### config.mk
export PLATFORM = sky130hd
export DESIGN_NAME = ehns_mix
export DESIGN_NICKNAME = d
export VERILOG_FILES = /design/src/hw/rtl/ehns_pkg.sv /design/src/hw/rtl/ehns_mix.sv
export SDC_FILE = /design/constraint.sdc
export NUM_CORES = 2
export LEC_CHECK = 0
export BUFFER_PORTS_ARGS = -buffer_cell sky130_fd_sc_hd__buf_2
export CELL_PAD_IN_SITES_DETAIL_PLACEMENT = 1
export CELL_PAD_IN_SITES_GLOBAL_PLACEMENT = 2
export CORE_MARGIN = 3
export CORE_UTILIZATION = 43
export CTS_BUF_LIST = sky130_fd_sc_hd__clkbuf_4 sky130_fd_sc_hd__clkbuf_8 sky130_fd_sc_hd__clkbuf_16
export DETAILED_ROUTE_END_ITERATION = 8
export MAX_ROUTING_LAYER = met4
export PLACE_DENSITY_LB_ADDON = 0.1
export SLEW_MARGIN = 15
export SYNTH_ARGS = -nofsm -noshare
export SYNTH_HDL_FRONTEND = slang
export SYNTH_SLANG_ARGS = --single-unit
export TNS_END_PERCENT = 20
### constraint.sdc
create_clock -name clk -period 8.1 [get_ports clk]
set_input_delay 0.81 -clock clk [delete_from_list [all_inputs] [get_ports clk]]
set_output_delay 0.81 -clock clk [all_outputs]
set_load 0.01 [all_outputs]
### src/hw/rtl/ehns_pkg.sv
// types and constants shared by the ecmp hash next-hop select block
// no dependencies

package ehns_pkg;

    localparam int HASH_W      = 32;
    localparam int GSIZE_W     = 5;
    localparam int MEMBER_W    = 4;
    localparam int PROTO_W     = 8;
    localparam int PORT_W      = 16;
    localparam int IN_TDATA_W  = 144;
    localparam int OUT_TDATA_W = 40;
    localparam int CFG_IDX_W   = 1;
    localparam int CFG_DATA_W  = 32;

    localparam logic [CFG_IDX_W-1:0] REG_HASH_SEED = 1'b0;
    localparam logic [CFG_IDX_W-1:0] REG_QP_MODE   = 1'b1;

    localparam logic [PROTO_W-1:0] PROTO_TCP  = 8'h06;
    localparam logic [PROTO_W-1:0] PROTO_UDP  = 8'h11;
    localparam logic [PROTO_W-1:0] PROTO_ACK  = 8'hfc;
    localparam logic [PROTO_W-1:0] PROTO_NACK = 8'hfd;

    localparam logic [HASH_W-1:0] MH_C1 = 32'hcc9e2d51;
    localparam logic [HASH_W-1:0] MH_C2 = 32'h1b873593;
    localparam logic [HASH_W-1:0] MH_N  = 32'he6546b64;
    localparam logic [HASH_W-1:0] MH_F1 = 32'h85ebca6b;
    localparam logic [HASH_W-1:0] MH_F2 = 32'hc2b2ae35;

    localparam logic [HASH_W-1:0] LEN_QP   = 32'd4;
    localparam logic [HASH_W-1:0] LEN_FLOW = 32'd12;

    typedef struct packed {
        logic [2:0][HASH_W-1:0] w;
        logic                   qp;
        logic [GSIZE_W-1:0]     gsize;
    } key_t;

    typedef struct packed {
        logic [HASH_W-1:0]  h;
        logic               qp;
        logic [GSIZE_W-1:0] gsize;
    } hash_t;

    typedef struct packed {
        logic [MEMBER_W-1:0] member_index;
        logic [HASH_W-1:0]   hash_value;
    } res_t;

endpackage

### src/hw/rtl/ehns_mix.sv
// five-stage murmur3 key mixing: key word premix in three lanes, then the
// serial hash update one word per stage (qp mode: first word only); uses ehns_pkg

module ehns_mix (
    input  logic                        clk,
    input  logic                        rst_n,
    input  logic [ehns_pkg::HASH_W-1:0] seed,
    input  logic                        in_valid,
    output logic                        in_ready,
    input  ehns_pkg::key_t              in_data,
    output logic                        out_valid,
    input  logic                        out_ready,
    output ehns_pkg::hash_t             out_data
);

    localparam int STG = 5;

    typedef struct packed {
        logic [ehns_pkg::HASH_W-1:0]       h;
        logic [2:0][ehns_pkg::HASH_W-1:0]  k;
        logic                              qp;
        logic [ehns_pkg::GSIZE_W-1:0]      gsize;
    } mix_t;

    function automatic logic [ehns_pkg::HASH_W-1:0] mh_round(
        input logic [ehns_pkg::HASH_W-1:0] h,
        input logic [ehns_pkg::HASH_W-1:0] k
    );
        logic [ehns_pkg::HASH_W-1:0] x;
        x = h ^ k;
        x = {x[18:0], x[31:19]};
        return {x[29:0], 2'b00} + x + ehns_pkg::MH_N;
    endfunction

    logic [STG-1:0] valid_reg;
    logic [STG:0]   adv;
    mix_t           s_reg [STG];

    always_comb
    begin
        adv[STG] = out_ready;
        for (int i = STG - 1; i >= 0; i--)
        begin
            adv[i] = !valid_reg[i] || adv[i+1];
        end
    end

    assign in_ready  = adv[0];
    assign out_valid = valid_reg[STG-1];
    assign out_data  = '{h: s_reg[STG-1].h, qp: s_reg[STG-1].qp,
                         gsize: s_reg[STG-1].gsize};

    always_ff @(posedge clk or negedge rst_n)
    begin
        if (!rst_n)
        begin
            valid_reg <= '0;
        end
        else
        begin
            if (adv[0])
            begin
                valid_reg[0] <= in_valid;
            end
            for (int i = 1; i < STG; i++)
            begin
                if (adv[i])
                begin
                    valid_reg[i] <= valid_reg[i-1];
                end
            end
        end
    end

    always_ff @(posedge clk)
    begin
        if (adv[0])
        begin
            s_reg[0].h     <= '0;
            s_reg[0].qp    <= in_data.qp;
            s_reg[0].gsize <= in_data.gsize;
            for (int j = 0; j < 3; j++)
            begin
                s_reg[0].k[j] <= in_data.w[j] * ehns_pkg::MH_C1;
            end
        end
        if (adv[1])
        begin
            s_reg[1].h     <= s_reg[0].h;
            s_reg[1].qp    <= s_reg[0].qp;
            s_reg[1].gsize <= s_reg[0].gsize;
            for (int j = 0; j < 3; j++)
            begin
                s_reg[1].k[j] <= {s_reg[0].k[j][16:0], s_reg[0].k[j][31:17]}
                                 * ehns_pkg::MH_C2;
            end
        end
        if (adv[2])
        begin
            s_reg[2].k     <= s_reg[1].k;
            s_reg[2].qp    <= s_reg[1].qp;
            s_reg[2].gsize <= s_reg[1].gsize;
            s_reg[2].h     <= mh_round(seed, s_reg[1].k[0]);
        end
        if (adv[3])
        begin
            s_reg[3].k     <= s_reg[2].k;
            s_reg[3].qp    <= s_reg[2].qp;
            s_reg[3].gsize <= s_reg[2].gsize;
            s_reg[3].h     <= s_reg[2].qp ? s_reg[2].h : mh_round(s_reg[2].h, s_reg[2].k[1]);
        end
        if (adv[4])
        begin
            s_reg[4].k     <= s_reg[3].k;
            s_reg[4].qp    <= s_reg[3].qp;
            s_reg[4].gsize <= s_reg[3].gsize;
            s_reg[4].h     <= s_reg[3].qp ? s_reg[3].h : mh_round(s_reg[3].h, s_reg[3].k[2]);
        end
    end

endmodule

==> metrics.txt <==
outcome=finished, final reports clean; post-synthesis cell type count=80; Initial DRC Count=approximately 1,700; Detailed Place HPWL=159 mm; Ports=178; top cells by area, synth=fa_1, ha_1, edfxtp_1; GRT Total Usage=0.235; Hold Slack=around 0.34 ns; YS warnings=0; drt wl/cell=about 21 um; top-area cell type share of the netlist area=0.287; RSZ-0062 raised after global routing=no; main flop type after synthesis=edfxtp_1; die outline area=~160,000 um^2; clk_skew=around 0.049 ns; share of layout cells above drive strength 1=0.0505; CP max stage cell=edfxtp_1; Syn Inst Count=~6,400; core region area=157,000 um^2; NumNets Final=9,090; EDFF count, synth=slightly above 400; clock-pin slew on the worst setup and hold paths=0.07 ns; post-synth top area cell=fa_1; Arr. time, crit path=between 7 and 8 ns; Data required, critical path=8.50 ns; Syn Std Cell Area=just under 70,000 um^2; CP bufs+invs=5; Final setup violation count=0; vias in the first global route=~49,000; width of the die=about 400 um; Pre-Repair DR Iteration Count=5; Synth-to-Final Area Change=8.00%; Longest Clk Path Bufs=3; CP most frequent cell=fa_1; root buffer cell=clkbuf_16; Worst setup EP type=register; Worst-Margin Slew=slightly above 1 ns; largest net degree at the start of global routing=about 110; asr flop ratio synth=0.0119; Initial Util=0.434; H-tree depth=2; CTS tree=built; CP top delay family=adder cells; setup TNS=0 ns; most common cell after layout, fill and taps aside=inv_1; Die Y=~400 um; Max Slew Vio Count=0; global-route wire length before repair=284 mm; row count=between 100 and 150; Worst R2R Setup Slack=~1.1 ns; period utilization=0.859; Seq cells post-synth=around 420; Via density=a little under 5; Largest register FFs=just over 400; final antenna-violating net count=0; DR vias=roughly 43,000; Hold Violations, Final=0; Setup Fix Bufs, Post-CTS=0; total grt overflow=0; Seq/Total Area, Yosys=0.185; routability congestion estimate=~0.90; placed inst area=71,500 um^2; MaxCap Viol Count=0; initial antenna violation count=5; synthesized area per cell=10.6 um^2; Rel. slew slack=0.328; clk_lat worst skew=approximately 0.68 ns; Tmin final=a little under 7 ns; clock tree sinks=419; Syn Nets=8,855; CP Max Fanout=9; WL final=approximately 180 mm; DRC viols=0; port buffer count=between 150 and 200; crit-path cells=ha_1, inv_1, fa_1, inv_1, fa_1, fa_1, fa_1, fa_1, fa_1, inv_1, fa_1, inv_1, ha_1, inv_1, o22ai_1, a211o_1, a31oi_2, o21ai_1, a41o_1, a221oi_1, xnor2_1; Startpoint Class=register; crit path kind=register to register; worst min path class=input pin to register; fmax=144 MHz; CTS Buf Count=54; slowest stage delay, CP=approximately 0.67 ns; most frequent cells in the layout=inv_1, ha_1, fa_1; post-route cell area=73,300 um^2
[per-stage QoR]
step / std cells / worst slack (ns) / utilization
finish: 8721 / 1.14 / 0.468
floorplan: 6382 / 0.915 / -
detailed placement: 8618 / 0.678 / 0.457
CTS: 8718 / 1.08 / 0.468
global route: 8721 / 0.759 / 0.468
global placement: 8618 / 0.750 / 0.457
[layout make-up]
type / count / area [um^2]
sequential: 419 / 12600
multi-input combinational: 4071 / 48300
inverter: 1875 / 7040
clock buffer: 58 / 1380
clock inverter: 41 / 459
antenna: 3 / 7.51
fill: 17200 / 83200
timing repair buffer: 196 / 1040
tap: 2058 / 2570
[repair_timing]
action                                 4_1_cts  5_1_grt
hold buffers                                 1        0
endpoints found under the hold margin        5        0
resized for setup                            0        0
[cell usage after synthesis, types with 12 or more instances]
cell type / instances
a211o_1: 15
a211oi_1: 32
a21o_1: 106
a21oi_1: 200
a31oi_1: 15
and2_1: 16
clkbuf_1: 16
edfxtp_1: 414
fa_1: 973
ha_1: 1362
inv_1: 1875
nand2_1: 156
nand2b_1: 39
nand3_1: 36
nand4_1: 17
nor2_1: 109
nor2b_1: 23
nor3_1: 41
o211ai_1: 16
o21a_1: 40
o21ai_0: 130
o21bai_1: 35
or2_2: 12
or3_1: 14
xnor2_1: 361
xor2_1: 177
[worst paths after layout]
path / start / end / cells after the start
max: s_reg[0][32] / s_reg[1][37] / 21
min: in_data[5] / s_reg[0][5] / 1
max reg2reg: s_reg[0][32] / s_reg[1][37] / 21
min reg2reg: s_reg[1][3] / s_reg[2][3] / 0
max in group asynchronous: rst_n / valid_reg[3] / 2
min in group asynchronous: rst_n / valid_reg[0] / 2
[cells by family (layout without fill, tap and decap cells)]
family	after synthesis	in the layout	share of synthesized area
AOI/OAI and AO/OA	678	678	0.0646
xor gates and xnor gates	539	539	0.0697
adders and majority gates	2335	2335	0.538
buffers and inverters	1892	2170	0.105
DFF	419	419	0.185
muxes	13	13	0.00216
other	0	3	0
and+or+nand+nor	506	506	0.0362
[routing by layer]
| metal | track usage | up-vias | part of all wire |
|---|---|---|---|
| met1 | 0.321 | 21800 | 0.47 |
| met5 | - | - | 0 |
| li1 | - | 20700 | - |
| met3 | 0.0217 | 156 | 0.029 |
| met4 | 0.0527 | 0 | 0.024 |
| met2 | 0.382 | 502 | 0.47 |
Power is not shown: default switching activity piles up to over one toggle a cycle in this logic, so the estimate is an artifact.
