## src/hw/rtl/ehns_pkg.sv

```systemverilog
// types and constants shared by the ecmp hash next-hop select block
// no dependencies

package ehns_pkg;

    localparam int HASH_W      = 32;
    localparam int GSIZE_W     = 5;
    localparam int MEMBER_W    = 4;
    localparam int PROTO_W     = 8;
    localparam int PORT_W      = 16;
    localparam int IN_TDATA_W  = 144;
    localparam int OUT_TDATA_W = 40;
    localparam int CFG_IDX_W   = 1;
    localparam int CFG_DATA_W  = 32;

    localparam logic [CFG_IDX_W-1:0] REG_HASH_SEED = 1'b0;
    localparam logic [CFG_IDX_W-1:0] REG_QP_MODE   = 1'b1;

    localparam logic [PROTO_W-1:0] PROTO_TCP  = 8'h06;
    localparam logic [PROTO_W-1:0] PROTO_UDP  = 8'h11;
    localparam logic [PROTO_W-1:0] PROTO_ACK  = 8'hfc;
    localparam logic [PROTO_W-1:0] PROTO_NACK = 8'hfd;

    localparam logic [HASH_W-1:0] MH_C1 = 32'hcc9e2d51;
    localparam logic [HASH_W-1:0] MH_C2 = 32'h1b873593;
    localparam logic [HASH_W-1:0] MH_N  = 32'he6546b64;
    localparam logic [HASH_W-1:0] MH_F1 = 32'h85ebca6b;
    localparam logic [HASH_W-1:0] MH_F2 = 32'hc2b2ae35;

    localparam logic [HASH_W-1:0] LEN_QP   = 32'd4;
    localparam logic [HASH_W-1:0] LEN_FLOW = 32'd12;

    typedef struct packed {
        logic [2:0][HASH_W-1:0] w;
        logic                   qp;
        logic [GSIZE_W-1:0]     gsize;
    } key_t;

    typedef struct packed {
        logic [HASH_W-1:0]  h;
        logic               qp;
        logic [GSIZE_W-1:0] gsize;
    } hash_t;

    typedef struct packed {
        logic [MEMBER_W-1:0] member_index;
        logic [HASH_W-1:0]   hash_value;
    } res_t;

endpackage

```

## src/hw/rtl/ehns_mod.sv

```systemverilog
// pipelined restoring remainder of the hash by the clamped group size,
// eight hash bits per stage; uses ehns_pkg

module ehns_mod #(
    parameter int MAX_NEXT_HOPS = 16
) (
    input  logic            clk,
    input  logic            rst_n,
    input  logic            in_valid,
    output logic            in_ready,
    input  ehns_pkg::hash_t in_data,
    output logic            out_valid,
    input  logic            out_ready,
    output ehns_pkg::res_t  out_data
);

    localparam int SAT_MAX = (MAX_NEXT_HOPS > 31) ? 31 : MAX_NEXT_HOPS;
    localparam int DIV_W   = (SAT_MAX < 2) ? 1 : $clog2(SAT_MAX + 1);
    localparam int STEP    = 8;
    localparam int STG     = ehns_pkg::HASH_W / STEP;

    typedef struct packed {
        logic [ehns_pkg::HASH_W-1:0] h;
        logic [DIV_W-1:0]            r;
        logic [DIV_W-1:0]            d;
        logic                        z;
    } rem_t;

    logic [STG-1:0]               valid_reg;
    logic [STG:0]                 adv;
    rem_t                         s_reg [STG];
    rem_t                         nxt   [STG];
    rem_t                         first;
    logic [ehns_pkg::GSIZE_W-1:0] gs_eff;

    always_comb
    begin
        adv[STG] = out_ready;
        for (int i = STG - 1; i >= 0; i--)
        begin
            adv[i] = !valid_reg[i] || adv[i+1];
        end
    end

    // clamp group size to the configured maximum
    always_comb
    begin
        gs_eff = (in_data.gsize > ehns_pkg::GSIZE_W'(SAT_MAX))
                 ? ehns_pkg::GSIZE_W'(SAT_MAX) : in_data.gsize;
        first.h = in_data.h;
        first.r = '0;
        first.d = DIV_W'(gs_eff);
        first.z = (gs_eff == '0);
    end

    always_comb
    begin
        rem_t             src;
        logic [DIV_W:0]   t;
        logic [DIV_W-1:0] r;
        for (int i = 0; i < STG; i++)
        begin
            src = (i == 0) ? first : s_reg[i-1];
            r   = src.r;
            for (int j = 0; j < STEP; j++)
            begin
                t = {r, src.h[ehns_pkg::HASH_W-1-i*STEP-j]};
                if (t >= {1'b0, src.d})
                begin
                    r = DIV_W'(t - {1'b0, src.d});
                end
                else
                begin
                    r = DIV_W'(t);
                end
            end
            nxt[i]   = src;
            nxt[i].r = r;
        end
    end

    assign in_ready                = adv[0];
    assign out_valid               = valid_reg[STG-1];
    assign out_data.hash_value     = s_reg[STG-1].h;
    assign out_data.member_index   = s_reg[STG-1].z ? '0
                                     : ehns_pkg::MEMBER_W'(s_reg[STG-1].r);

    always_ff @(posedge clk or negedge rst_n)
    begin
        if (!rst_n)
        begin
            valid_reg <= '0;
        end
        else
        begin
            if (adv[0])
            begin
                valid_reg[0] <= in_valid;
            end
            for (int i = 1; i < STG; i++)
            begin
                if (adv[i])
                begin
                    valid_reg[i] <= valid_reg[i-1];
                end
            end
        end
    end

    always_ff @(posedge clk)
    begin
        for (int i = 0; i < STG; i++)
        begin
            if (adv[i])
            begin
                s_reg[i] <= nxt[i];
            end
        end
    end

endmodule

```

## config.mk

```make
export PLATFORM = sky130hd
export DESIGN_NAME = ehns_mod
export DESIGN_NICKNAME = d
export VERILOG_FILES = /design/src/hw/rtl/ehns_pkg.sv /design/src/hw/rtl/ehns_mod.sv
export SDC_FILE = /design/constraint.sdc
export NUM_CORES = 1
export LEC_CHECK = 0
export ABC_AREA = 1
export BUFFER_PORTS_ARGS = -buffer_cell sky130_fd_sc_hd__buf_2
export CORE_MARGIN = 8
export CORE_UTILIZATION = 45
export CTS_CLUSTER_DIAMETER = 120
export DETAILED_ROUTE_END_ITERATION = 8
export PLACE_DENSITY_LB_ADDON = 0.05
export RECOVER_POWER = 50
export SETUP_SLACK_MARGIN = 0.05
export SLEW_MARGIN = 5
export SYNTH_ARGS = -nofsm -noshare
export SYNTH_HDL_FRONTEND = slang
export SYNTH_SLANG_ARGS = --single-unit
```

## constraint.sdc

```tcl
create_clock -name clk -period 28.6 [get_ports clk]
set_input_delay 4.29 -clock clk [delete_from_list [all_inputs] [get_ports clk]]
set_output_delay 4.29 -clock clk [all_outputs]
set_load 0.05 [all_outputs]
```

==> results.sh <==
export IMPL_outcome="complete, but fails checks"
export IMPL_failed_checks="max-capacitance violations, max-slew violations"
export IMPL_areaGrowthSynthToFinish_pct=9.00
export IMPL_htree_levels=4
export IMPL_library_cell_with_the_largest_summed_area_after_synthesis="edfxtp_1"
export IMPL_dp_final_hpwl_mm=22.4
export IMPL_yosys_warnings=0
export IMPL_dr_total_vias=10000
export IMPL_m1WireLength_mm=14.6
export IMPL_cp_required_ns=28.79
export IMPL_startpoint="in_data[4]"
export IMPL_final_period_minus_worst_setup_slack_ns=15.20
export IMPL_drive_above_1_share_pct=11.6
export IMPL_drt_first_iter_violations=455
export IMPL_worstSkewPairLatency_ns=0.44
export IMPL_setup_violations_final=0
export IMPL_critical_path_slowest_cell="fa_1"
export IMPL_cts_tree="yes"
export IMPL_max_freq_mhz=65.8
export IMPL_netlist_area_um2=13600
export IMPL_average_footprint_of_a_synthesized_cell_um2=8.99
export IMPL_numPortBuffers=78
export IMPL_postSynth_topFlopCell="edfxtp_1"
export IMPL_synth_distinct_cells=46
export IMPL_grt_overflow=0
export IMPL_cts_repair_resize_count=0
export IMPL_site_rows=63
export IMPL_dpl_instance_area_um2=14200
export IMPL_layout_filler_cells=2827
export IMPL_slew_headroom_pct=-16.9
export IMPL_first_global_vias=10000
export IMPL_most_frequent_cell_after_synthesis="nand2_1"
export IMPL_period_utilization_post_route_pct=53.1
export IMPL_path_max_fanout=11
export IMPL_number_of_buffer_and_inverter_stages_on_the_critical_path=14
export IMPL_clockRootBuffer="clkbuf_16"
export IMPL_cp_top_family="simple AND/OR/NAND/NOR gates"
export IMPL_post_drt_via_cell_ratio=5.06
export IMPL_number_of_flip_flops_under_the_largest_register_name=166
export IMPL_hp_class="reg -> reg"
export IMPL_grt_setup_unrepaired="false"
export IMPL_synth_edf_count=166
export IMPL_hold_viol_final=0
export IMPL_insertedDiodeCount=0
export IMPL_area_of_the_core_um2=29700
export IMPL_synth_ff_latch_count=170
export IMPL_synth_yosys_seq_area_share_pct=37.4
export IMPL_route_detailed_drc=0
export IMPL_postCtsHoldBufs=0
export IMPL_dr_wl_met2_mm=13.9
export IMPL_critical_path_endpoint_type="flop"
export IMPL_detail_route_wl_per_cell_um=15.1
export IMPL_num_nets_final=1808
export IMPL_numClockSinks=170
export IMPL_timing_reg2reg_setup_slack_ns=13.69
export IMPL_path_clk_slew_ns=0.08
export IMPL_post_cts_repair_setup_buffers=0
export IMPL_die_area_um2=36000
export IMPL_initial_core_util_pct=45.7
export IMPL_cp_depth=70
export IMPL_floorplan_io_pins=80
export IMPL_detail_route_wirelength_mm=29.9
export IMPL_grt_first_pass_wirelength_mm=49.9
export IMPL_highest_metal_layer_used_by_the_detailed_router="met4"
export IMPL_syn_inst=1512
export IMPL_reg2reg_depth=62
export IMPL_numCtsBuffers=17
export IMPL_finClkSkew_ns=0.0122
export IMPL_detailedRoute_firstPassIterationCount=5
export IMPL_die_height_um=190
export IMPL_layout_cell_area_non_filler_um2=14800
export IMPL_drv_slew=40
export IMPL_timing_worst_slew_pin_value_ns=1.75
export IMPL_route_antenna_remaining_nets=0
export IMPL_grt_start_max_net_pins=45
export IMPL_drv_max_cap_violation_count=1
export IMPL_clk_buf_depth=2
export IMPL_worst_setup_path_start_kind="input port"
export IMPL_crit_end="s_reg[0][7]$_DFFE_PP_"
export IMPL_global_route_usage_over_all_layers_pct=17.1
export IMPL_routabilityCongestion=0.858
export IMPL_fin_setup_tns_ns=0
export IMPL_timing_worst_setup_path_type="in -> reg"
export IMPL_critical_path_reg2reg_startpoint="s_reg[1][2]$_DFFE_PP_"
export IMPL_met3RoutedLength_um=895
export IMPL_yosys_area_top_type_share_pct=36.7
export IMPL_synth_area_top_cells="edfxtp_1 (37%), ha_1 (14%), nand2_1 (9.6%)"
export IMPL_number_of_antenna_violations_at_the_first_check_in_global_routing=0
export IMPL_critPathMostFrequentCell="nand2_1"
export IMPL_timing_critical_path_arrival_ns=15.39
export IMPL_r2r_end="s_reg[2][10]$_DFFE_PP_"
export IMPL_critical_path_max_stage_delay_ns=0.46
export IMPL_async_reset_ff_share_pct=2.35
export IMPL_yosys_top_cells_count="nand2_1 (349), inv_1 (218), edfxtp_1 (166)"
export IMPL_dieWidth_um=190
export IMPL_syn_nets=1741
[area by class of cell]
cell class | count | area, um2 | share of cell area, %
clock buffer | 17 | 425 | 2.87
clock inverter | 15 | 165 | 1.12
inverter | 224 | 841 | 5.68
multi-input combinational | 1084 | 7410 | 50.0
sequential | 170 | 5080 | 34.3
tap | 390 | 488 | 3.30
timing repair buffer | 82 | 397 | 2.68
[layer usage]
| layer | global-route usage [%] | up-vias |
|---|---|---|
| li1 | - | 5195 |
| met1 | 22.9 | 4649 |
| met2 | 28.3 | 154 |
| met3 | 2.60 | 34 |
| met4 | 4.81 | 0 |
| met5 | 0 | - |
[kinds of logic (layout without fill, tap and decap cells)]
group / Yosys count / count (layout) / synth area share (%)
adder cells (fa/ha/maj): 187 / 187 / 18.9
flip-flops: 170 / 170 / 37.4
XOR/XNOR: 87 / 87 / 5.61
AO/OA/AOI/OAI: 199 / 199 / 8.37
buffers and inverters: 258 / 338 / 8.07
AND/OR/NAND/NOR: 611 / 611 / 21.6
[how the worst min path moves through the flow]
stage,slack (ns),endpoint,startpoint,cells past startpoint
after detailed placement,0.40,s_reg[1][26]$_DFFE_PP_,s_reg[0][26]$_DFFE_PP_,0
after floorplan,0.40,s_reg[1][0]$_DFFE_PP_,s_reg[0][0]$_DFFE_PP_,0
after global routing,0.42,s_reg[3][41]$_DFFE_PP_,s_reg[2][41]$_DFFE_PP_,0
after global placement,0.40,s_reg[2][39]$_DFFE_PP_,s_reg[1][39]$_DFFE_PP_,0
after CTS,0.41,s_reg[2][33]$_DFFE_PP_,s_reg[1][33]$_DFFE_PP_,0
final,0.41,s_reg[2][33]$_DFFE_PP_,s_reg[1][33]$_DFFE_PP_,0
[cells in the final DEF (no fill, tap or decap), types with 3 or more instances in the layout]
cell type / Yosys / final
nand2_1: 349 / 348
inv_1: 218 / 217
edfxtp_1: 166 / 166
ha_1: 156 / 156
nand3_1: 104 / 104
a21oi_1: 73 / 73
o21ai_0: 69 / 69
buf_2: 0 / 65
nor2_1: 53 / 53
xor2_1: 44 / 44
xnor2_1: 43 / 43
fa_1: 31 / 31
nand3_2: 24 / 24
clkbuf_16: 0 / 17
o21ai_1: 15 / 15
clkbuf_1: 1 / 15
nand2_2: 13 / 14
nor2_2: 12 / 12
nand4_1: 10 / 10
nand2_4: 9 / 9
nand3_4: 9 / 9
a41oi_1: 8 / 8
a211oi_1: 8 / 8
inv_2: 6 / 7
nor3_1: 6 / 6
and2_1: 6 / 6
or2_1: 4 / 4
o21a_1: 4 / 4
o21bai_1: 4 / 4
dfrtp_1: 4 / 4
nand3b_1: 3 / 3
a21o_1: 3 / 3
a21boi_2: 3 / 3
o31ai_1: 3 / 3
inv_8: 0 / 3
inv_6: 0 / 3
[per-stage QoR]
stage / utilization, % / worst slack, ns / cells / hold slack, ns
floorplan: - / 14.60 / 1512 / 0.400
global placement: 47.9 / 13.32 / 1950 / 0.400
detailed placement: 47.9 / 13.25 / 1950 / 0.405
CTS: 49.9 / 13.68 / 1982 / 0.413
global route: 49.8 / 12.02 / 1982 / 0.423
finish: 49.8 / 13.40 / 1982 / 0.413
[worst register-to-register path, delay by kind of cell, from the launching register on]
family | cells | cell delay (ns)
AO/OA/AOI/OAI | 19 | 5.67
adder cells (fa/ha/maj) | 8 | 3.28
buffers and inverters | 7 | 1.76
flip-flops | 1 | 0.32
AND/OR/NAND/NOR | 28 | 3.63
Power is not shown: default switching activity piles up to over one toggle a cycle in this logic, so the estimate is an artifact.
