## src/hw/rtl/ehns_pkg.sv

```systemverilog
// types and constants shared by the ecmp hash next-hop select block
// no dependencies

package ehns_pkg;

    localparam int HASH_W      = 32;
    localparam int GSIZE_W     = 5;
    localparam int MEMBER_W    = 4;
    localparam int PROTO_W     = 8;
    localparam int PORT_W      = 16;
    localparam int IN_TDATA_W  = 144;
    localparam int OUT_TDATA_W = 40;
    localparam int CFG_IDX_W   = 1;
    localparam int CFG_DATA_W  = 32;

    localparam logic [CFG_IDX_W-1:0] REG_HASH_SEED = 1'b0;
    localparam logic [CFG_IDX_W-1:0] REG_QP_MODE   = 1'b1;

    localparam logic [PROTO_W-1:0] PROTO_TCP  = 8'h06;
    localparam logic [PROTO_W-1:0] PROTO_UDP  = 8'h11;
    localparam logic [PROTO_W-1:0] PROTO_ACK  = 8'hfc;
    localparam logic [PROTO_W-1:0] PROTO_NACK = 8'hfd;

    localparam logic [HASH_W-1:0] MH_C1 = 32'hcc9e2d51;
    localparam logic [HASH_W-1:0] MH_C2 = 32'h1b873593;
    localparam logic [HASH_W-1:0] MH_N  = 32'he6546b64;
    localparam logic [HASH_W-1:0] MH_F1 = 32'h85ebca6b;
    localparam logic [HASH_W-1:0] MH_F2 = 32'hc2b2ae35;

    localparam logic [HASH_W-1:0] LEN_QP   = 32'd4;
    localparam logic [HASH_W-1:0] LEN_FLOW = 32'd12;

    typedef struct packed {
        logic [2:0][HASH_W-1:0] w;
        logic                   qp;
        logic [GSIZE_W-1:0]     gsize;
    } key_t;

    typedef struct packed {
        logic [HASH_W-1:0]  h;
        logic               qp;
        logic [GSIZE_W-1:0] gsize;
    } hash_t;

    typedef struct packed {
        logic [MEMBER_W-1:0] member_index;
        logic [HASH_W-1:0]   hash_value;
    } res_t;

endpackage

```

## src/hw/rtl/ehns_fin.sv

```systemverilog
// three-stage murmur3 finalizer: length fold and two avalanche multiplies
// uses ehns_pkg

module ehns_fin (
    input  logic            clk,
    input  logic            rst_n,
    input  logic            in_valid,
    output logic            in_ready,
    input  ehns_pkg::hash_t in_data,
    output logic            out_valid,
    input  logic            out_ready,
    output ehns_pkg::hash_t out_data
);

    localparam int STG = 3;

    logic [STG-1:0]              valid_reg;
    logic [STG:0]                adv;
    ehns_pkg::hash_t             s_reg [STG];
    logic [ehns_pkg::HASH_W-1:0] x0;
    logic [ehns_pkg::HASH_W-1:0] x1;

    always_comb
    begin
        adv[STG] = out_ready;
        for (int i = STG - 1; i >= 0; i--)
        begin
            adv[i] = !valid_reg[i] || adv[i+1];
        end
    end

    always_comb
    begin
        x0 = in_data.h ^ (in_data.qp ? ehns_pkg::LEN_QP : ehns_pkg::LEN_FLOW);
        x0 = x0 ^ (x0 >> 16);
        x1 = s_reg[0].h ^ (s_reg[0].h >> 13);
    end

    assign in_ready  = adv[0];
    assign out_valid = valid_reg[STG-1];
    assign out_data  = s_reg[STG-1];

    always_ff @(posedge clk or negedge rst_n)
    begin
        if (!rst_n)
        begin
            valid_reg <= '0;
        end
        else
        begin
            if (adv[0])
            begin
                valid_reg[0] <= in_valid;
            end
            for (int i = 1; i < STG; i++)
            begin
                if (adv[i])
                begin
                    valid_reg[i] <= valid_reg[i-1];
                end
            end
        end
    end

    always_ff @(posedge clk)
    begin
        if (adv[0])
        begin
            s_reg[0].qp    <= in_data.qp;
            s_reg[0].gsize <= in_data.gsize;
            s_reg[0].h     <= x0 * ehns_pkg::MH_F1;
        end
        if (adv[1])
        begin
            s_reg[1].qp    <= s_reg[0].qp;
            s_reg[1].gsize <= s_reg[0].gsize;
            s_reg[1].h     <= x1 * ehns_pkg::MH_F2;
        end
        if (adv[2])
        begin
            s_reg[2].qp    <= s_reg[1].qp;
            s_reg[2].gsize <= s_reg[1].gsize;
            s_reg[2].h     <= s_reg[1].h ^ (s_reg[1].h >> 16);
        end
    end

endmodule

```

## config.mk

```make
export PLATFORM = sky130hd
export DESIGN_NAME = ehns_fin
export DESIGN_NICKNAME = d
export VERILOG_FILES = /design/src/hw/rtl/ehns_pkg.sv /design/src/hw/rtl/ehns_fin.sv
export SDC_FILE = /design/constraint.sdc
export NUM_CORES = 1
export LEC_CHECK = 0
export BUFFER_PORTS_ARGS = -buffer_cell sky130_fd_sc_hd__buf_2
export CAP_MARGIN = 20
export CORE_AREA = 2 2 176 196
export DETAILED_ROUTE_END_ITERATION = 10
export DIE_AREA = 0 0 178 198
export PLACE_DENSITY = 0.88
export SETUP_SLACK_MARGIN = 0.5
export SLEW_MARGIN = 20
export SYNTH_ARGS = -nofsm -noshare
export SYNTH_HDL_FRONTEND = slang
export SYNTH_SLANG_ARGS = --single-unit
```

## constraint.sdc

```tcl
create_clock -name clk -period 8.8 [get_ports clk]
set_input_delay 1.76 -clock clk [delete_from_list [all_inputs] [get_ports clk]]
set_output_delay 1.76 -clock clk [all_outputs]
set_load 0.02 [all_outputs]
```

==> flow_summary.ini, run 1 <==
[cells_and_area]
antenna_cells = 0
layout_commonest_cell = inv_1
largest_reg_flops = 114
nets = 2863
drive_gt1_frac = 0.07288
mostFrequentLayoutCells = inv_1 (615), fa_1 (387), ha_1 (375), edfxtp_1 (114), xnor2_1 (104)
final_util = 0.6920
fill_cells = 2284
syn_to_final_growth_pct = 8.397

[synth]
syn_area_sq_mm = 0.02138
synth.area.top_cells = fa_1 (36%), ha_1 (22%), edfxtp_1 (16%)
synth_top_area_frac = 0.3623
synth_nets = 2740
yosys.cell_types.count = 49
synth_flop_cell = edfxtp_1
synth-edff-count = 114
avgSynthCellArea_sq_um = 11.04
yosysTopAreaCell = fa_1
ys.warnings.count = 0
async_flop_share = 0.02564
ys_ff_latch = 117
synthCells = 1936
ys_seq_area_frac = 0.1636

[clock_tree]
cts-root-buf = clkbuf_16
clkSinkCount = 117
cts_setup_buffers = 0
htreeDepth = 4
clk_path_buf_depth = 2
cts_tree = yes
numCtsBuffers = 17
clock_latency_ns = 0.43
cts.clk_slew.worst_paths_ns = 0.06

[sta]
fmax_mhz = 122.7
tightestPinTransition_ns = 0.9245
finalHoldWorstSlack_ns = 0.4161
fin_crit_ns = 8.152
hold_viol = 0
relSlewSlack = 0.3836
clock_skew_ns = 0.01092
rsz0062_at_grt = yes
setup_viol = 0
finalSetupTns_ns = 0
drv_slew = 0
period_share = 0.9263

[routing]
drtPass1Iterations = 7
ant_nets = 0
drt_wl_total_microns = 54780
vias_per_cell = 5.727
remaining_drc_errors = 0
first_iter_violations = 1081
wl_per_cell_microns = 21.83
vias = 14380

[worst_setup_path]
end_kind = flop
crit_fanout = 6
crit_type = primary input to flop
worstPathArrival_ns = 8.31
critPathLaunchType = primary input
cp.required_ns = 8.96

[placement]
post-dp-hpwl_microns = 47910
finalWeightedCongestion = 1.061
port_buffers = 81

[grt]
track_usage = 0.3312
grt_first_pass_wirelength_microns = 86170
antenna_found_initial = 0
first_global_vias = 16190
grt_max_degree = 41
globalRouteOverflowTotal = 0

[status]
run_status = completed

[die]
die_w_microns = 178
start_util = 0.6384
die-area_sq_mm = 0.03524
die_y_microns = 198
core_sq_mm = 0.03349
rows = 71
io_pins = 82

[worst_hold_path]
hp-class = flop to flop

[flow_run]
cap_violations = 0
[worst max-delay path, cell delays in order]
cell      delay (ns)
buf_2           0.10
xor2_1          0.44
xnor2_2         0.24
fa_1            0.52
ha_1            0.29
inv_1           0.05
fa_1            0.49
inv_1           0.04
ha_1            0.18
fa_1            0.48
fa_1            0.58
fa_1            0.44
fa_1            0.48
ha_1            0.38
and4_1          0.25
o21ai_1         0.11
a211oi_1        0.07
a211o_1         0.39
a2111o_1        0.48
a311o_1         0.31
a21oi_2         0.15
xnor2_1         0.09
[timing repair]
item	CTS	global route
gates resized for setup	0	8
hold buffers	0	0
endpoints found under the setup margin	0	9
[path summary, 6_finish.rpt]
path | slack, ns | to | startpoint | cells past startpoint
min reg2reg | 0.42 | s_reg[2][3] | s_reg[1][3] | 0
max in group asynchronous | 7.57 | valid_reg[2] | rst_n | 1
min | 0.42 | s_reg[2][3] | s_reg[1][3] | 0
max | 0.65 | s_reg[0][37] | in_data[9] | 22
min in group asynchronous | 1.12 | valid_reg[0] | rst_n | 1
max reg2reg | 0.78 | s_reg[1][31] | s_reg[0][25] | 22
[cells in the mapped netlist (3+ instances only)]
master	count
a2111oi_0	3
a211oi_1	11
a21boi_0	3
a21o_1	24
a21oi_1	41
a31oi_1	4
a41oi_1	3
and2_1	6
and3_1	5
and4_1	5
dfrtp_1	3
edfxtp_1	114
fa_1	387
ha_1	375
inv_1	615
nand2_1	27
nand2b_1	7
nand3_1	4
nand3b_1	4
nand4_1	6
nor2_1	30
nor2b_1	4
nor3_1	8
nor4_1	3
o211ai_1	4
o21a_1	5
o21ai_0	18
o21ai_1	5
o21bai_1	5
or2_2	3
xnor2_1	108
xor2_1	73
[logic make-up after synthesis]
family,Yosys count,synth area share
xor gates and xnor gates,181,0.07414
and+or+nand+nor,114,0.02692
DFF,117,0.1636
adders and majority gates,762,0.5818
buffers and inverters,617,0.1083
AOI/OAI and AO/OA,145,0.04523
[routing by layer]
| metal | vias to the layer above | part of all wire | global-route usage |
|---|---|---|---|
| li1 | 6228 | - | - |
| met2 | 753 | 0.51 | 0.5858 |
| met4 | 0 | 0.082 | 0.2259 |
| met1 | 7141 | 0.34 | 0.3680 |
| met3 | 254 | 0.063 | 0.04704 |
| met5 | - | 0 | 0 |
[cell type report]
cell class | instances | area [sq um] | share of cell area
Timing Repair Buffer | 106 | 593.1 | 0.02559
Tap cell | 438 | 548.0 | 0.02365
Sequential cell | 117 | 3498 | 0.1509
Multi-Input combinational cell | 1202 | 15630 | 0.6743
Clock buffer | 20 | 446.7 | 0.01927
Clock inverter | 12 | 153.9 | 0.006640
Inverter | 615 | 2308 | 0.09960
[metrics by stage]
step,cells,instance area (sq um),setup WS (ns)
6_report,2510,23180,0.6483
5_1_grt,2510,23180,0.3549
3_5_place_dp,2478,22520,0.07926
2_1_floorplan,1936,21380,0.5505
4_1_cts,2510,23120,0.5336
3_3_place_gp,2478,22520,0.3180
Power of run 1 is left out: the tool's default activity adds up to more than one toggle a clock period on the data nets, which glitch-free logic cannot reach.
==> run 2, diff against run 1 <==
--- a/config.mk
+++ b/config.mk
@@ -5,7 +5,7 @@
 export SDC_FILE = /design/constraint.sdc
 export NUM_CORES = 1
 export LEC_CHECK = 0
-export BUFFER_PORTS_ARGS = -buffer_cell sky130_fd_sc_hd__buf_2
+export BUFFER_PORTS_ARGS = -buffer_cell sky130_fd_sc_hd__buf_4
 export CAP_MARGIN = 20
 export CORE_AREA = 2 2 176 196
 export DETAILED_ROUTE_END_ITERATION = 10
==> flow_summary.ini, run 2 (same netlist as run 1, synthesis figures left out) <==
[clock_tree]
htreeDepth = 4
clock_latency_ns = 0.43
cts-root-buf = clkbuf_16
cts.clk_slew.worst_paths_ns = 0.06
numCtsBuffers = 17
cts_hold_buf = 0
ctsResizeCount = 0
clkSinkCount = 117
cts_tree = yes
cts_setup_buffers = 0
clk_path_buf_depth = 2

[die]
start_util = 0.6384
die_y_microns = 198
die_w_microns = 178
io_pins = 82
core_sq_mm = 0.03349
rows = 71
die-area_sq_mm = 0.03524

[grt]
globalRouteOverflowTotal = 0
track_usage = 0.3395
grt_max_degree = 41
grt_first_pass_wirelength_microns = 87830
first_global_vias = 16290
antenna_found_initial = 0

[status]
run_status = completed

[cells_and_area]
seqCellArea_sq_mm = 0.003498
fill_cells = 2304
mostFrequentLayoutCells = inv_1 (615), fa_1 (387), ha_1 (375), edfxtp_1 (114), buf_4 (111)
layout_commonest_cell = inv_1
finish.instance_area_sq_mm = 0.02339
syn_to_final_growth_pct = 9.380
drive_gt1_frac = 0.07511
antenna_cells = 0
nets = 2868
largest_reg_flops = 114
multi_input_area_sq_mm = 0.01561

[worst_hold_path]
min_to = s_reg[1][2]
hp-class = flop to flop
worstHoldStart = s_reg[0][2]
min_path_cells = 0

[worst_setup_path]
worstPathArrival_ns = 8.28
rrSetupSlack_ns = 0.69
crit_top_cell = fa_1
end_kind = flop
cp.required_ns = 8.97
crit_fanout = 7
path_cells = xor2_2 > ha_1 > ha_1 > a21oi_1 > fa_1 > fa_1 > inv_1 > fa_1 > fa_1 > fa_1 > inv_1 > fa_1 > inv_1 > ha_1 > and4_1 > a221oi_2 > nand2_1 > a21oi_1 > o21ai_0 > a31oi_1 > xnor2_1
crit_type = flop to flop
max_stage_delay_ns = 0.78
critPathLaunchType = flop
r2r_start = s_reg[0][26]
worstRegToRegCells = 21
reg2reg_to = s_reg[1][31]
cp_slowest_cell = edfxtp_1

[routing]
remaining_drc_errors = 0
ant_nets = 0
vias_per_cell = 5.746
drtPass1Iterations = 5
vias = 14450
drt_wl_total_microns = 56640
first_iter_violations = 1071
wl_per_cell_microns = 22.52

[placement]
finalWeightedCongestion = 1.031
place_area_sq_mm = 0.02276
post-dp-hpwl_microns = 48980
port_buffers = 81

[sta]
rsz0062_at_grt = no
fin_crit_ns = 8.113
tightestPinTransition_ns = 0.9084
fmax_mhz = 123.3
finalSetupTns_ns = 0
relSlewSlack = 0.3787
clock_skew_ns = 0.008180
setup_viol = 0
period_share = 0.9219
hold_viol = 0
drv_slew = 0

[flow_run]
cap_violations = 0
==> run 2: area by class of cell <==
type	instances	area share
multi-input combinational	1202	0.6676
sequential	117	0.1496
inverter	615	0.09871
timing repair buffer	111	0.03563
tap	438	0.02343
clock buffer	21	0.01969
clock inverter	11	0.005350
==> run 2: worst max-delay path by stage <==
| stage | start | endpoint | slack, ns | depth (start not counted) |
|---|---|---|---|---|
| floorplan | in_data[9] | s_reg[0][37] | 0.55 | 21 |
| global placement | in_data[9] | s_reg[0][37] | 0.35 | 22 |
| detailed placement | in_data[31] | s_reg[0][37] | 0.17 | 19 |
| CTS | in_data[9] | s_reg[0][37] | 0.61 | 22 |
| global route | in_data[37] | s_reg[0][37] | 0.51 | 21 |
| finish | s_reg[0][26] | s_reg[1][31] | 0.69 | 21 |
==> run 2: layer usage <==
metal  GRT usage  vias to the layer above  part of all wire
li1            -                     6257                 -
met1      0.3720                     7143              0.35
met2      0.5933                      762              0.50
met3     0.05242                      288             0.056
met4      0.2526                        0             0.089
met5           0                        -                 0
==> run 2: metrics by stage <==
step	hold slack, ns	worst slack, ns	instances	utilization
3_3_place_gp	0.4119	0.3512	2483	0.6795
2_1_floorplan	0.4003	0.5505	1936	-
3_5_place_dp	0.4045	0.1711	2483	0.6795
6_report	0.4166	0.6873	2515	0.6983
5_1_grt	0.4238	0.5104	2515	0.6983
4_1_cts	0.4203	0.6077	2515	0.6970
==> run 2: critical path: cells and delay by family, from the launching register on <==
kind | cells | cell delay (ns)
flip-flops | 1 | 0.78
AO/OA/AOI/OAI | 5 | 1.54
adder cells (fa/ha/maj) | 9 | 3.98
buffers and inverters | 3 | 0.35
AND/OR/NAND/NOR | 2 | 0.64
XOR/XNOR | 2 | 0.57
Power of run 2 is left out for the same reason.
==> run 3, diff against run 2 <==
--- a/config.mk
+++ b/config.mk
@@ -5,12 +5,15 @@
 export SDC_FILE = /design/constraint.sdc
 export NUM_CORES = 1
 export LEC_CHECK = 0
+export ABC_AREA = 1
 export BUFFER_PORTS_ARGS = -buffer_cell sky130_fd_sc_hd__buf_4
 export CAP_MARGIN = 20
-export CORE_AREA = 2 2 176 196
+export CELL_PAD_IN_SITES_DETAIL_PLACEMENT = 0
+export CELL_PAD_IN_SITES_GLOBAL_PLACEMENT = 1
+export CORE_AREA = 2 2 201 223
 export DETAILED_ROUTE_END_ITERATION = 10
-export DIE_AREA = 0 0 178 198
-export PLACE_DENSITY = 0.88
+export DIE_AREA = 0 0 203 225
+export PLACE_DENSITY = 0.89
 export SETUP_SLACK_MARGIN = 0.5
 export SLEW_MARGIN = 20
 export SYNTH_ARGS = -nofsm -noshare
==> flow_summary.ini, run 3 <==
[synth]
yosys.cell_types.count = 42
synth-edff-count = 114
synth.area.top_cells = fa_1 (35%), ha_1 (21%), edfxtp_1 (15%)
avgSynthCellArea_sq_um = 9.742
ys_ff_latch = 117
synth_flop_cell = edfxtp_1
yosys.cell_count.top_type = inv_1
ys.warnings.count = 0
yosysTopAreaCell = fa_1
synth_nets = 3096
async_flop_share = 0.02564
syn_area_sq_mm = 0.02233
yosys-top-cells-count = inv_1 (721), fa_1 (387), ha_1 (375)
synth_top_area_frac = 0.3470
ys_seq_area_frac = 0.1567
synthCells = 2292

[routing]
vias_per_cell = 5.101
drtPass1Iterations = 6
remaining_drc_errors = 0
wl_per_cell_microns = 20.03
vias = 15320
ant_nets = 0
drt_wl_total_microns = 60140
first_iter_violations = 782

[sta]
rsz0062_at_grt = no
drv_slew = 0
clock_skew_ns = 0.01878
setup_viol = 0
relSlewSlack = 0.3682
fin_crit_ns = 7.891
finalSetupTns_ns = 0
tightestPinTransition_ns = 0.9446
hold_viol = 0
fmax_mhz = 126.7
period_share = 0.8967

[clock_tree]
cts_tree = yes
htreeDepth = 4
clock_latency_ns = 0.43
cts_setup_buffers = 0
clkSinkCount = 117
cts-root-buf = clkbuf_16
clk_path_buf_depth = 2
numCtsBuffers = 17
cts.clk_slew.worst_paths_ns = 0.07

[die]
io_pins = 82
core_sq_mm = 0.04314
die_y_microns = 225
die_w_microns = 203
die-area_sq_mm = 0.04568
rows = 80
start_util = 0.5175

[cells_and_area]
nets = 3220
antenna_cells = 0
largest_reg_flops = 114
fin_cells = 3003
layout_commonest_cell = inv_1
syn_to_final_growth_pct = 9.375
drive_gt1_frac = 0.06958
final_util = 0.5661
mostFrequentLayoutCells = inv_1 (721), fa_1 (387), ha_1 (375), nand2_1 (265), edfxtp_1 (114)

[worst_setup_path]
cp.required_ns = 8.99
worstPathArrival_ns = 8.08
path_cells = buf_4 > xor2_1 > xor2_1 > inv_1 > ha_1 > xor2_1 > ha_1 > a31o_2 > fa_1 > inv_1 > fa_1 > fa_1 > inv_1 > fa_1 > fa_1 > fa_1 > ha_1 > a21oi_1 > o21ai_0 > a211oi_1 > o211ai_1 > nand2_1 > nand2_1
end_kind = flop
crit_top_cell = fa_1
reg2reg_to = s_reg[1][34]
worstRegToRegCells = 27
rrSetupSlack_ns = 1.58
r2r_start = s_reg[0][26]
crit_buf_inv = 4
max_stage_delay_ns = 0.55
crit_type = primary input to flop
critPathLaunchType = primary input
cpLargestDelayFamily = adder cells
cp_slowest_cell = fa_1
crit_fanout = 10

[worst_hold_path]
worstHoldStart = s_reg[1][5]
hp-class = flop to flop
min_to = s_reg[2][5]
min_path_cells = 0

[grt]
globalRouteOverflowTotal = 0
first_global_vias = 17210
grt_max_degree = 41
grt_first_pass_wirelength_microns = 93790
antenna_found_initial = 0
track_usage = 0.2773

[placement]
dp.cells = 2971
finalWeightedCongestion = 0.9961
port_buffers = 81
post-dp-hpwl_microns = 54310

[flow_run]
cap_violations = 0

[status]
run_status = completed
## run 3: layout make-up
class                           count  area [sq um]
Timing Repair Buffer              105         788.3
Tap cell                          574         718.2
Clock buffer                       17         425.4
Sequential cell                   117          3498
Fill cell                        3792         18720
Clock inverter                     15         151.4
Multi-Input combinational cell   1448         16110
Inverter                          727          2729
## run 3: what timing repair did
item / 4_1_cts / 5_1_grt
hold buffers: 0 / 0
endpoints found under the hold margin: 0 / 0
setup endpoints to repair: 0 / 2
gates resized for setup: 0 / 1
## run 3: cell families after synthesis
kind of cell    synth area share
fa+ha+maj                 0.5571
compound gates           0.03435
buf+inv                   0.1222
simple gates             0.08215
xor+xnor                 0.04746
flops                     0.1567
## run 3: metal layers
metal  track usage  vias up  wire length, microns
li1              -     7200                     -
met1        0.3020     7561                 22200
met2        0.5190      407                 31790
met3       0.02097      149                  1671
met4        0.1792        0                  4484
met5             0        -                     0
## run 3: worst max-delay path by stage
stage                      startpoint      endpoint  slack (ns)  cells after the start
final                      in_data[9]  s_reg[0][35]        0.91                     23
after global routing      in_data[35]  s_reg[0][37]        0.52                     24
after CTS                 in_data[30]  s_reg[0][35]        0.75                     22
after detailed placement  in_data[30]  s_reg[0][35]        0.30                     22
after global placement    in_data[30]  s_reg[0][37]        0.43                     24
after floorplan           in_data[15]  s_reg[0][37]         1.0                     25
## run 3: stage by stage
step                setup slack [ns]  hold WS [ns]  area, sq um
finish                        0.9090        0.4180        24420
global route                  0.5223        0.4249        24420
CTS                           0.7494        0.4199        24410
detailed placement            0.3032        0.4054        23840
global placement              0.4273        0.4022        23840
floorplan                     0.9952        0.4003        22330
## run 3: worst register-to-register path: cells and delay by family, from the launching register on
kind	cells	cell delay (ns)
flip-flops	1	0.59
AO/OA/AOI/OAI	1	0.14
AND/OR/NAND/NOR	9	1.54
adder cells (fa/ha/maj)	9	4.06
buffers and inverters	7	0.58
XOR/XNOR	1	0.06
Power of run 3 is left out for the same reason.
